$ cat config.mk
export PLATFORM = sky130hd
export DESIGN_NAME = multi_stepper_pulse_sequencer_unit_flat
export DESIGN_NICKNAME = d
export VERILOG_FILES = /design/src/rtl/mss_pkg.sv /design/src/rtl/mss_if.sv /design/src/rtl/multi_stepper_pulse_sequencer_unit.sv /design/src/rtl/mss_motor.sv /design/src/flat_wrapper.sv
export SDC_FILE = /design/constraint.sdc
export NUM_CORES = 1
export LEC_CHECK = 0
export ABC_AREA = 1
export BUFFER_PORTS_ARGS = -buffer_cell sky130_fd_sc_hd__buf_2
export CAP_MARGIN = 20
export CELL_PAD_IN_SITES_DETAIL_PLACEMENT = 1
export CELL_PAD_IN_SITES_GLOBAL_PLACEMENT = 1
export CORE_ASPECT_RATIO = 1.5
export CORE_MARGIN = 4
export CORE_UTILIZATION = 35
export CTS_CLUSTER_DIAMETER = 50
export CTS_CLUSTER_SIZE = 20
export DETAILED_ROUTE_END_ITERATION = 8
export GPL_TIMING_DRIVEN = 0
export PLACE_DENSITY = 0.75
export SYNTH_ARGS = -nofsm -noshare
export SYNTH_HDL_FRONTEND = slang
export SYNTH_SLANG_ARGS = --single-unit
$ cat constraint.sdc
create_clock -name clk -period 2.6 [get_ports clk]
set_clock_uncertainty 0.1 [all_clocks]
set_input_delay 0.52 -clock clk [delete_from_list [all_inputs] [get_ports clk]]
set_output_delay 0.52 -clock clk [all_outputs]
set_load 0.02 [all_outputs]
$ cat src/rtl/mss_pkg.sv
// ----------------------------------------------------------------------------
// mss_pkg
// Shared types and constants for the stepper pulse sequencer.
// ----------------------------------------------------------------------------
package mss_pkg;

  localparam int MOTORS_DEF     = 3;
  localparam int COUNT_BITS_DEF = 16;
  localparam int MAX_MOTORS     = 3;

  localparam int CMD_W   = 2;
  localparam int SEL_W   = 2;
  localparam int STEPS_W = 17;
  localparam int MAG_W   = 17;
  localparam int DELAY_W = 16;
  localparam int PINS_W  = 8;
  localparam int POS_W   = 3;
  localparam int CFG_IDX_W  = 3;
  localparam int CFG_DATA_W = 3;

  localparam logic [MAG_W-1:0]  RUN_PULSES = MAG_W'(10000);
  localparam logic [PINS_W-1:0] ENABLE_BIT = 8'h80;

  typedef enum logic [CMD_W-1:0] {
    CMD_TICK = 2'd0,
    CMD_MOVE = 2'd1,
    CMD_RUN  = 2'd2,
    CMD_STOP = 2'd3
  } cmd_t;

  typedef enum logic [4:0] {
    PH_IDLE   = 5'b00001,
    PH_COUNT  = 5'b00010,
    PH_DIRSET = 5'b00100,
    PH_STEP1  = 5'b01000,
    PH_STEP2  = 5'b10000
  } phase_t;

  typedef logic [POS_W-1:0] pos_t;

  // reset pin positions, per motor
  localparam pos_t DIR_POS_RST  [MAX_MOTORS] = '{3'd5, 3'd1, 3'd3};
  localparam pos_t STEP_POS_RST [MAX_MOTORS] = '{3'd6, 3'd2, 3'd4};

  // per-motor control for one accepted beat
  typedef struct packed {
    logic               tick;
    logic               load;
    logic               stop;
    logic               forward;
    logic [MAG_W-1:0]   pulses;
    logic [DELAY_W-1:0] delay;
  } motor_ctl_t;

  // per-motor status for the current beat
  typedef struct packed {
    logic              busy;       // not idle before the tick
    logic              busy_nxt;   // not idle after the tick
    logic [PINS_W-1:0] pins;
  } motor_sts_t;

endpackage

$ cat src/rtl/mss_if.sv
// ----------------------------------------------------------------------------
// mss_in_if / mss_out_if
// Valid/ready channels for command beats and pin result beats.
// ----------------------------------------------------------------------------
interface mss_in_if import mss_pkg::*; ();
  logic                      valid;
  logic                      ready;
  logic [CMD_W-1:0]          command;
  logic [SEL_W-1:0]          motor_sel;
  logic signed [STEPS_W-1:0] signed_steps;
  logic                      run_forward;
  logic [DELAY_W-1:0]        delay_ticks;

  modport source (output valid, command, motor_sel, signed_steps, run_forward,
                  delay_ticks, input ready);
  modport sink   (input valid, command, motor_sel, signed_steps, run_forward,
                  delay_ticks, output ready);
endinterface

interface mss_out_if import mss_pkg::*; ();
  logic                  valid;
  logic                  ready;
  logic [PINS_W-1:0]     pin_byte;
  logic                  pins_changed;
  logic [MAX_MOTORS-1:0] active_mask;

  modport source (output valid, pin_byte, pins_changed, active_mask, input ready);
  modport sink   (input valid, pin_byte, pins_changed, active_mask, output ready);
endinterface

$ cat src/rtl/multi_stepper_pulse_sequencer_unit.sv
// ----------------------------------------------------------------------------
// multi_stepper_pulse_sequencer_unit
// Step/dir pulse sequencer for up to three motors sharing one pin byte.
// ----------------------------------------------------------------------------
// channel  | dir | beat contents
// in_ch    | in  | command, motor_sel, signed_steps, run_forward, delay_ticks
// out_ch   | out | pin_byte, pins_changed, active_mask (one per tick beat)
// cfg_*    | in  | pin position writes, index 0..5
//
// One beat per cycle while in_ch.ready is high: each motor's phase update is a
// single short step between the accepted beat and the result register.
// Move, run and stop beats update state and produce no result.
// in_ch.ready drops only while a result waits and out_ch.ready is low.
// Reset is synchronous; all motors idle, positions at defaults.
// ----------------------------------------------------------------------------
module multi_stepper_pulse_sequencer_unit import mss_pkg::*; #(
  parameter int MOTORS     = MOTORS_DEF,
  parameter int COUNT_BITS = COUNT_BITS_DEF
) (
  input  logic                  clk,
  input  logic                  rst_n,
  mss_in_if.sink                in_ch,
  mss_out_if.source             out_ch,
  input  logic                  cfg_wr_en,
  input  logic [CFG_IDX_W-1:0]  cfg_index,
  input  logic [CFG_DATA_W-1:0] cfg_wdata
);

  pos_t              dir_pos_r  [MOTORS];
  pos_t              step_pos_r [MOTORS];
  motor_ctl_t        ctl        [MOTORS];
  motor_sts_t        sts        [MOTORS];

  logic              in_fire;
  logic              tick_fire;
  logic              neg;
  logic [MAG_W:0]    mag_full;
  logic [MAG_W-1:0]  mag;
  logic              move_fwd;
  logic              any_busy;
  logic [PINS_W-1:0] pins;
  logic [MAX_MOTORS-1:0] active;

  logic                  out_valid_r;
  logic [PINS_W-1:0]     pin_byte_r;
  logic                  changed_r;
  logic [MAX_MOTORS-1:0] active_r;
  logic [PINS_W-1:0]     prev_pins_r;

  assign in_ch.ready = !out_valid_r || out_ch.ready;
  assign in_fire     = in_ch.valid && in_ch.ready;
  assign tick_fire   = in_fire && (cmd_t'(in_ch.command) == CMD_TICK);

  // magnitude of the 17-bit two's complement step count
  assign neg      = in_ch.signed_steps[STEPS_W-1];
  assign mag_full = neg ? ((MAG_W+1)'(1) << MAG_W) - {1'b0, in_ch.signed_steps}
                        : {1'b0, in_ch.signed_steps};
  assign mag      = mag_full[MAG_W-1:0];
  assign move_fwd = !neg && (in_ch.signed_steps != '0);

  for (genvar m = 0; m < MOTORS; m++) begin : g_motor
    logic sel_hit;
    assign sel_hit = in_fire && (in_ch.motor_sel == SEL_W'(m));

    always_comb begin
      ctl[m].tick    = tick_fire;
      ctl[m].load    = sel_hit && ((cmd_t'(in_ch.command) == CMD_MOVE) ||
                                   (cmd_t'(in_ch.command) == CMD_RUN));
      ctl[m].stop    = sel_hit && (cmd_t'(in_ch.command) == CMD_STOP);
      ctl[m].forward = (cmd_t'(in_ch.command) == CMD_RUN) ? in_ch.run_forward : move_fwd;
      ctl[m].pulses  = (cmd_t'(in_ch.command) == CMD_RUN) ? RUN_PULSES : mag;
      ctl[m].delay   = in_ch.delay_ticks;
    end

    always_ff @(posedge clk) begin
      if (!rst_n) begin
        dir_pos_r[m]  <= DIR_POS_RST[m];
        step_pos_r[m] <= STEP_POS_RST[m];
      end else if (cfg_wr_en) begin
        if (cfg_index == CFG_IDX_W'(2 * m))     dir_pos_r[m]  <= cfg_wdata;
        if (cfg_index == CFG_IDX_W'(2 * m + 1)) step_pos_r[m] <= cfg_wdata;
      end
    end

    mss_motor #(
      .COUNT_BITS (COUNT_BITS)
    ) u_motor (
      .clk      (clk),
      .rst_n    (rst_n),
      .ctl      (ctl[m]),
      .dir_pos  (dir_pos_r[m]),
      .step_pos (step_pos_r[m]),
      .sts      (sts[m])
    );
  end

  always_comb begin
    any_busy = 1'b0;
    pins     = '0;
    active   = '0;
    for (int m = 0; m < MOTORS; m++) begin
      any_busy  = any_busy | sts[m].busy;
      pins      = pins | sts[m].pins;
      active[m] = sts[m].busy_nxt;
    end
    if (!any_busy) pins = pins | ENABLE_BIT;
  end

  always_ff @(posedge clk) begin
    if (!rst_n) begin
      out_valid_r <= 1'b0;
      prev_pins_r <= '0;
    end else if (tick_fire) begin
      out_valid_r <= 1'b1;
      prev_pins_r <= pins;
    end else if (out_ch.ready) begin
      out_valid_r <= 1'b0;
    end
  end

  always_ff @(posedge clk) begin
    if (tick_fire) begin
      pin_byte_r <= pins;
      changed_r  <= (pins != prev_pins_r);
      active_r   <= active;
    end
  end

  assign out_ch.valid        = out_valid_r;
  assign out_ch.pin_byte     = pin_byte_r;
  assign out_ch.pins_changed = changed_r;
  assign out_ch.active_mask  = active_r;

endmodule

$ cat src/rtl/mss_motor.sv
// ----------------------------------------------------------------------------
// mss_motor
// One motor's phase sequencer: countdown, dir setup, step high, step low.
// ----------------------------------------------------------------------------
module mss_motor import mss_pkg::*; #(
  parameter int COUNT_BITS = COUNT_BITS_DEF
) (
  input  logic       clk,
  input  logic       rst_n,
  input  motor_ctl_t ctl,
  input  pos_t       dir_pos,
  input  pos_t       step_pos,
  output motor_sts_t sts
);

  localparam int SW = (COUNT_BITS > MAG_W) ? COUNT_BITS : MAG_W;
  localparam logic [SW-1:0] CMAX = SW'((64'd1 << COUNT_BITS) - 64'd1);

  phase_t                phase_r, phase_nxt;
  logic                  fwd_r;
  logic [COUNT_BITS-1:0] pulses_r, pulses_nxt;
  logic [COUNT_BITS-1:0] interval_r;
  logic [COUNT_BITS-1:0] count_r, count_nxt;
  logic [SW-1:0]         mag_ext, dly_ext;
  logic [COUNT_BITS-1:0] mag_sat, dly_sat;
  logic [PINS_W-1:0]     dbit, sbit, pins;

  assign mag_ext = SW'(ctl.pulses);
  assign dly_ext = SW'(ctl.delay);
  assign mag_sat = (mag_ext > CMAX) ? CMAX[COUNT_BITS-1:0] : mag_ext[COUNT_BITS-1:0];
  assign dly_sat = (dly_ext > CMAX) ? CMAX[COUNT_BITS-1:0] : dly_ext[COUNT_BITS-1:0];

  assign dbit = PINS_W'(1) << dir_pos;
  assign sbit = PINS_W'(1) << step_pos;

  always_comb begin
    phase_nxt  = phase_r;
    pulses_nxt = pulses_r;
    count_nxt  = count_r;
    pins       = '0;
    unique case (phase_r)
      PH_COUNT: begin
        if (count_r != '0) begin
          count_nxt = count_r - 1'b1;
        end else begin
          count_nxt = interval_r;
          phase_nxt = PH_DIRSET;
          if (fwd_r) pins = dbit;
        end
      end
      PH_DIRSET: begin
        pins      = (fwd_r ? dbit : '0) | sbit;
        phase_nxt = PH_STEP1;
      end
      PH_STEP1: begin
        pins      = sbit;
        phase_nxt = PH_STEP2;
      end
      PH_STEP2: begin
        if (pulses_r != '0) pulses_nxt = pulses_r - 1'b1;
        phase_nxt = (pulses_nxt != '0) ? PH_COUNT : PH_IDLE;
      end
      PH_IDLE: phase_nxt = PH_IDLE;
      default: phase_nxt = PH_IDLE;
    endcase
  end

  assign sts.busy     = (phase_r != PH_IDLE);
  assign sts.busy_nxt = (phase_nxt != PH_IDLE);
  assign sts.pins     = pins;

  always_ff @(posedge clk) begin
    if (!rst_n) begin
      phase_r <= PH_IDLE;
    end else if (ctl.load) begin
      phase_r <= (mag_sat != '0) ? PH_COUNT : PH_IDLE;
    end else if (ctl.stop) begin
      phase_r <= PH_IDLE;
    end else if (ctl.tick) begin
      phase_r <= phase_nxt;
    end
  end

  always_ff @(posedge clk) begin
    if (ctl.load) begin
      fwd_r      <= ctl.forward;
      pulses_r   <= mag_sat;
      interval_r <= dly_sat;
      count_r    <= COUNT_BITS'(1);
    end else if (ctl.tick) begin
      pulses_r <= pulses_nxt;
      count_r  <= count_nxt;
    end
  end

endmodule
$ cat src/flat_wrapper.sv
// flat-port wrapper written by rule: the top's interface ports become plain ports
module multi_stepper_pulse_sequencer_unit_flat import mss_pkg::*;
#(
  parameter int MOTORS     = MOTORS_DEF,
  parameter int COUNT_BITS = COUNT_BITS_DEF
)
  (clk, rst_n, cfg_wr_en, cfg_index, cfg_wdata, in_ch_valid, in_ch_command, in_ch_motor_sel, in_ch_signed_steps, in_ch_run_forward, in_ch_delay_ticks, in_ch_ready, out_ch_valid, out_ch_pin_byte, out_ch_pins_changed, out_ch_active_mask, out_ch_ready);
  mss_in_if in_ch_i ();
  mss_out_if out_ch_i ();
  input  logic clk;
  input  logic rst_n;
  input  logic cfg_wr_en;
  input  logic [CFG_IDX_W-1:0] cfg_index;
  input  logic [CFG_DATA_W-1:0] cfg_wdata;
  input wire logic [$bits(in_ch_i.valid)-1:0] in_ch_valid;
  input wire logic [$bits(in_ch_i.command)-1:0] in_ch_command;
  input wire logic [$bits(in_ch_i.motor_sel)-1:0] in_ch_motor_sel;
  input wire logic [$bits(in_ch_i.signed_steps)-1:0] in_ch_signed_steps;
  input wire logic [$bits(in_ch_i.run_forward)-1:0] in_ch_run_forward;
  input wire logic [$bits(in_ch_i.delay_ticks)-1:0] in_ch_delay_ticks;
  output wire logic [$bits(in_ch_i.ready)-1:0] in_ch_ready;
  output wire logic [$bits(out_ch_i.valid)-1:0] out_ch_valid;
  output wire logic [$bits(out_ch_i.pin_byte)-1:0] out_ch_pin_byte;
  output wire logic [$bits(out_ch_i.pins_changed)-1:0] out_ch_pins_changed;
  output wire logic [$bits(out_ch_i.active_mask)-1:0] out_ch_active_mask;
  input wire logic [$bits(out_ch_i.ready)-1:0] out_ch_ready;
  assign in_ch_i.valid = in_ch_valid;
  assign in_ch_i.command = in_ch_command;
  assign in_ch_i.motor_sel = in_ch_motor_sel;
  assign in_ch_i.signed_steps = in_ch_signed_steps;
  assign in_ch_i.run_forward = in_ch_run_forward;
  assign in_ch_i.delay_ticks = in_ch_delay_ticks;
  assign in_ch_ready = in_ch_i.ready;
  assign out_ch_valid = out_ch_i.valid;
  assign out_ch_pin_byte = out_ch_i.pin_byte;
  assign out_ch_pins_changed = out_ch_i.pins_changed;
  assign out_ch_active_mask = out_ch_i.active_mask;
  assign out_ch_i.ready = out_ch_ready;
  multi_stepper_pulse_sequencer_unit #(.MOTORS(MOTORS), .COUNT_BITS(COUNT_BITS)) u_core (.clk(clk), .rst_n(rst_n), .in_ch(in_ch_i), .out_ch(out_ch_i), .cfg_wr_en(cfg_wr_en), .cfg_index(cfg_index), .cfg_wdata(cfg_wdata));
endmodule
==> impl_metrics.toml, run 1 <==
[run_status]
status = "completed"

[synthesis]
synth_top_flop_cell = "edfxtp_1"
synth_area_leaders = "edfxtp_1 31%, nand2_1 14%, dfxtp_1 12%"
syn-num-nets = 1791
syn_area_um2 = 12500
synthCells = 1731
synth_top_area_cell = "edfxtp_1"
synth_top_area_share_pct = 30.9
syn_avg_cell_area_um2 = 7.24
synth-seq-cells = 201
synth_cell_types = 52
yosys_warnings = 0
async_flop_share_pct = 0
synth.yosys.seq_area_share_pct = 42.4
ys_top_cells_by_count = "476 x nand2_1, 240 x nor2_1, 205 x inv_1"
synth.most_common_cell = "nand2_1"
synth_edf_count = 129

[power_and_ir_drop]
power.density_nw_per_um2 = 500
power_switching_w = 0.00202
power_switching_share_pct = 28.4
p_seq_share_pct = 49.9
peakVddDrop_mv = 0.499
total_power_w = 0.00714
power.share.clock_pct = 38.8
power_leakage_nw = 6.24
p_int_w = 0.00511
pwr-share-comb_pct = 11.3

[layout]
fin_nets = 1884
fill_cells = 4470
post-route-util_pct = 40.5
seq_area_um2 = 5320
design_area_um2 = 14300
drive_gt1_share_pct = 12.6
diodes = 0
multi_input_area_um2 = 6280
syn_to_final_growth_pct = 13.9

[sta]
fin_crit_ns = 2.47
final_max_slew_viol_count = 0
fin_crit_sh_pct = 94.8
fin_tns_setup_ns = 0
setup_viol = 0
hold_ws_ns = 0.110
tightest_slew_ns = 0.924
hold_viol_final = 0
relSlewSlack_pct = 38.4
fmax_ghz = 0.406

[detailed_routing]
drcViolationCount = 0
num_vias = 11828
wirelength_mm = 41.2
drt_iter0_drc = 562
wl_per_cell_um = 17.8
antenna_left = 0
first_pass_iters = 5
routed_via_density = 5.12

[floorplan]
start_util_pct = 35.6
dieArea_um2 = 38900
ios = 63
die_y_um = 240
core_um2 = 35200
die_w_um = 162
rows = 84

[placement]
io_buffers = 61
gp_congestion = 0.878
placed_area_um2 = 13400
dpl.hpwl_mm = 32.1

[cts]
cts_max_level = 1
tritoncts = "yes"
cts_sinks = 201
ctsHoldBuffers = 0
clockRootBuffer = "clkbuf_16"
clock_latency_ns = 0.54
cts_buffer_depth = 3
clk_pin_slew_ns = 0.08
cts-buffers-inserted = 18

[global_route]
antenna_found_initial = 0
grt_max_degree = 27
grtUsageTotal_pct = 20.9
grt_pass1_wl_mm = 65.2
grt_overflow_total = 0
first_global_vias = 12549

[worst_setup_path]
r2r-end = "u_core.out_ch.active_mask[0]"
cp_max_fo = 10
reg2reg_depth = 12
r2r_slack_ns = 0.13
r2r-start = "u_core.g_motor[0].u_motor.pulses_r[0]"
start_kind = "flop"
end_kind = "flop"
cp_data_arrival_time_ns = 2.61
cp.required_ns = 2.74
crit_type = "reg -> reg"

[run]
drv_cap = 0

[min_path]
hold_depth = 1
hold_path_class = "in -> reg"
min_to = "u_core.g_motor[2].u_motor.interval_r[14]"
hp-start = "in_ch_delay_ticks[14]"
==> state kept, by name, summed over array words and instances, names as in the netlist <==
| name | cells |
|---|---|
| u_core.g_motor.u_motor.phase_r | 15 |
| u_core.out_ch.pin_byte | 8 |
| u_core.prev_pins_r | 8 |
| u_core.out_ch.active_mask | 3 |
| u_core.dir_pos_r | 9 |
| u_core.g_motor.u_motor.fwd_r | 3 |
| u_core.g_motor.u_motor.pulses_r | 48 |
| u_core.g_motor.u_motor.interval_r | 48 |
| u_core.out_ch.valid | 1 |
| u_core.out_ch.pins_changed | 1 |
| u_core.step_pos_r | 9 |
| u_core.g_motor.u_motor.count_r | 48 |
==> cell type report <==
class,count,area share (%)
sequential,201,37.3
clock buffer,20,3.28
clock inverter,12,0.869
multi-input combinational,1267,44.1
timing repair buffer,73,2.82
tap,473,4.15
inverter,220,5.84
buffer,43,1.71
==> cells by family after synthesis <==
kind of cell | after synthesis | share of synthesized area, %
compound gates | 250 | 11.2
xor+xnor | 37 | 2.59
fa+ha+maj | 11 | 1.10
buf+inv | 264 | 8.54
flops | 201 | 42.4
simple gates | 968 | 34.2
==> power groups by stage <==
stage	sequential, W	combinational (W)	clock (W)
after floorplan	0.00362	0.000501	0
after global placement	0.00363	0.000761	0
final	0.00356	0.000805	0.00277
after CTS	0.00356	0.000797	0.00283
after detailed placement	0.00364	0.000787	0
after global routing	0.00358	0.000897	0.00294
==> cell usage in the layout, fill, tap and decap left out, drive strengths merged, types with 2 or more instances in the layout <==
cell        n
dfxtp      72
ha         11
xor2       30
a211oi      2
nor2      267
xnor2       7
nand2     490
nand4      29
o31ai       3
buf        96
a221oi      3
a31oi      16
a21oi      68
nor4        9
edfxtp    129
o21ai     125
inv       222
nand3     132
clkbuf     40
nor3       21
o221ai      2
or2         5
nand3b     13
o211ai     25
a41oi       2
o21bai      2
clkinv      6
and2        2
clkinvlp    4
==> worst max-delay path, cell delays in order (launching register included) <==
cell and delay [ns]:
edfxtp_1 0.40, inv_2 0.12, ha_2 0.21, nand3_2 0.14, nor2_4 0.17, nand2_4 0.13
buf_6 0.17, nand2_1 0.09, nand4_1 0.13, nor2_2 0.22, nand3_1 0.10, nand2_1 0.09
nand3_1 0.10
==> layer usage <==
layer | global-route usage, % | share of wire (%)
met2 | 40.9 | 55
met5 | 0 | 0
met4 | 8.77 | 4.0
met1 | 22.7 | 39
met3 | 1.65 | 2.4
==> worst max path at each step <==
stage,start,to,slack (ns),depth (start not counted)
4_1_cts,u_core.out_ch.valid,u_core.g_motor[1].u_motor.fwd_r,0.008,7
3_5_place_dp,in_ch_command[0],u_core.g_motor[1].u_motor.pulses_r[4],-0.57,8
2_1_floorplan,out_ch_ready,u_core.g_motor[2].u_motor.pulses_r[0],-0.35,7
3_3_place_gp,out_ch_ready,u_core.g_motor[0].u_motor.pulses_r[5],-1.28,8
6_report,u_core.g_motor[0].u_motor.pulses_r[0],u_core.out_ch.active_mask[0],0.13,12
5_1_grt,u_core.g_motor[0].u_motor.pulses_r[0],u_core.g_motor[0].u_motor.phase_r[1],-0.02,14
==> metrics by stage <==
stage,std cells,setup slack (ns)
floorplan,1731,-0.351
global placement,2265,-1.28
detailed placement,2266,-0.571
CTS,2298,0.00756
global route,2309,-0.0159
finish,2309,0.134
==> what timing repair did <==
| item | in CTS | in global routing |
|---|---|---|
| endpoints found under the setup margin | 37 | 63 |
| resized for setup | 9 | 29 |
| cloned | 0 | 1 |
| setup buffers | 0 | 11 |
| pin swaps | 0 | 6 |
Note: power is estimated with default switching activity, not from simulation.
==> run 2, diff against run 1 <==
--- a/config.mk
+++ b/config.mk
@@ -18,6 +18,7 @@
 export DETAILED_ROUTE_END_ITERATION = 8
 export GPL_TIMING_DRIVEN = 0
 export PLACE_DENSITY = 0.75
+export REMOVE_ABC_BUFFERS = 1
 export SYNTH_ARGS = -nofsm -noshare
 export SYNTH_HDL_FRONTEND = slang
 export SYNTH_SLANG_ARGS = --single-unit
==> run 2 against run 1 <==
Worst hold slack worse by 0.0084 ns. Wire length shrank 3.2%. Critical path depth did not move. Global-route usage fell by 1.0 points. Critical path type unchanged. Flip-flop and latch count stayed put. Largest cell class unchanged. Utilization grew 0.69 points. First-iteration DRC count fell by 4.3%.
==> impl_metrics.toml, run 2 (synthesis results as in run 1) <==
[floorplan]
dieArea_um2 = 38900
die_w_um = 162
die_y_um = 240
rows = 84
core_um2 = 35200
ios = 63
start_util_pct = 35.6

[cts]
clockRootBuffer = "clkbuf_16"
tritoncts = "yes"
cts_max_level = 1
ctsHoldBuffers = 0
clock_latency_ns = 0.54
cts_buffer_depth = 3
cts_sinks = 201
clk_pin_slew_ns = 0.08
cts-buffers-inserted = 23

[sta]
fin_crit_ns = 2.47
fmax_ghz = 0.405
hold_viol_final = 0
fin_crit_sh_pct = 94.9
relSlewSlack_pct = 39.1
hold_ws_ns = 0.102
rsz0062_at_grt = "yes"
setup_viol = 0
tightest_slew_ns = 0.914
fin_ws_ns = 0.132
final_max_slew_viol_count = 0

[layout]
finalNonFillerCells = 2290
layout_common_cells = "473 x nand2_1, 228 x nor2_1, 198 x inv_1"
drive_gt1_share_pct = 13.5
final_common_cell = "nand2_1"
post-route-util_pct = 41.2
top_regs = "u_core.g_motor.u_motor.count_r x48, u_core.g_motor.u_motor.interval_r x48, u_core.g_motor.u_motor.pulses_r x48"
syn_to_final_growth_pct = 15.8
diodes = 0
fin_nets = 1861

[global_route]
grtUsageTotal_pct = 19.8
antenna_found_initial = 0
grt_max_degree = 34
grt_overflow_total = 0
first_global_vias = 12252
grt_pass1_wl_mm = 62.4

[detailed_routing]
routed_via_density = 5.16
drt_iter0_drc = 538
wirelength_mm = 39.9
num_vias = 11818
antenna_left = 0
first_pass_iters = 5
wl_per_cell_um = 17.4
drcViolationCount = 0

[worst_setup_path]
crit_type = "reg -> reg"
cpMostUsedCell = "nand2_1"
start_kind = "flop"
critPathLaunch = "u_core.g_motor[2].u_motor.count_r[0]"
cp_cell_sequence = "inv_1 > ha_2 > nand3_2 > nor3_4 > and2_4 > a31oi_1 > nand2_1 > nand2_1 > nand2_1 > nand2_1 > nor2_1 > nand2_1"
cp_top_family = "simple AND/OR/NAND/NOR gates"
cp.required_ns = 2.76
cp_slowest_cell = "dfxtp_1"
critPathBufInv = 1
max_stage_delay_ns = 0.32
cp_data_arrival_time_ns = 2.63
r2r_slack_ns = 0.13
r2r-start = "u_core.g_motor[2].u_motor.count_r[0]"
reg2reg_depth = 12
worst-path-stages = 12
endpoint = "u_core.out_ch.pins_changed"
r2r-end = "u_core.out_ch.pins_changed"
cp_max_fo = 8
end_kind = "flop"

[placement]
io_buffers = 62
gp_congestion = 0.871
dp.cells = 2226
dpl.hpwl_mm = 29.5
dp_slack_ns = -1.06

[min_path]
hold_path_class = "in -> reg"

[run]
drv_cap = 0

[run_status]
status = "completed"

[power_and_ir_drop]
power_leakage_nw = 6.29
peakVddDrop_mv = 0.385
total_power_w = 0.00794
power.density_nw_per_um2 = 548
run 2: cell types whose count changed in the layout (fill, tap and decap cells not counted), moves of 4 or more:
cell,change
nor2_4,+7
inv_8,+4
buf_12,+6
clkbuf_1,-18
clkbuf_16,+5
buf_6,-5
buf_4,+5
nor2_1,-6
buf_2,-10
run 2: routing by layer:
layer	global-route usage, %	vias up	share of wire (%)
met2	40.4	149	56
met1	20.7	5755	38
met3	1.65	80	2.2
li1	-	5834	-
met4	6.95	0	3.4
met5	0	-	0
run 2: worst min path at each step:
stage / slack, ns / endpoint / startpoint / cells after the start
floorplan: 0.34 / u_core.g_motor[2].u_motor.count_r[9] / u_core.g_motor[2].u_motor.count_r[9] / 2
global placement: 0.35 / u_core.g_motor[2].u_motor.count_r[9] / u_core.g_motor[2].u_motor.count_r[9] / 2
detailed placement: 0.37 / u_core.g_motor[2].u_motor.count_r[9] / u_core.g_motor[2].u_motor.count_r[9] / 2
CTS: 0.09 / u_core.g_motor[1].u_motor.interval_r[6] / in_ch_delay_ticks[6] / 1
global route: 0.09 / u_core.g_motor[1].u_motor.interval_r[6] / in_ch_delay_ticks[6] / 1
finish: 0.10 / u_core.g_motor[1].u_motor.interval_r[6] / in_ch_delay_ticks[6] / 1
run 2: repair_timing:
item / 4_1_cts / 5_1_grt
setup endpoints to repair: 103 / 92
buffers inserted: 4 / 17
resized for setup: 23 / 33
gates cloned: 0 / 2
pin swaps: 1 / 9
run 2: through the flow:
stage          TNS (ns)  cell area, um^2
2_1_floorplan   -169.39            12300
3_3_place_gp    -509.57            13200
3_5_place_dp     -73.60            13300
4_1_cts          -0.917            14200
5_1_grt         -0.0104            14500
6_report              0            14500
run 2: final cells by class:
type,instances,area (um^2)
clock buffer,23,576
inverter,220,857
timing repair buffer,87,573
clock inverter,18,240
tap,473,592
multi-input combinational,1268,6350
fill,4425,20700
sequential,201,5320
run 2: power breakdown:
part | switching [W] | internal [W] | leakage, nW | total, W
Sequential | 0.0000718 | 0.00349 | 1.77 | 0.00357
Clock | 0.00156 | 0.00200 | 0.399 | 0.00356
Combinational | 0.000564 | 0.000247 | 4.12 | 0.000812
Total | 0.00219 | 0.00575 | 6.29 | 0.00794
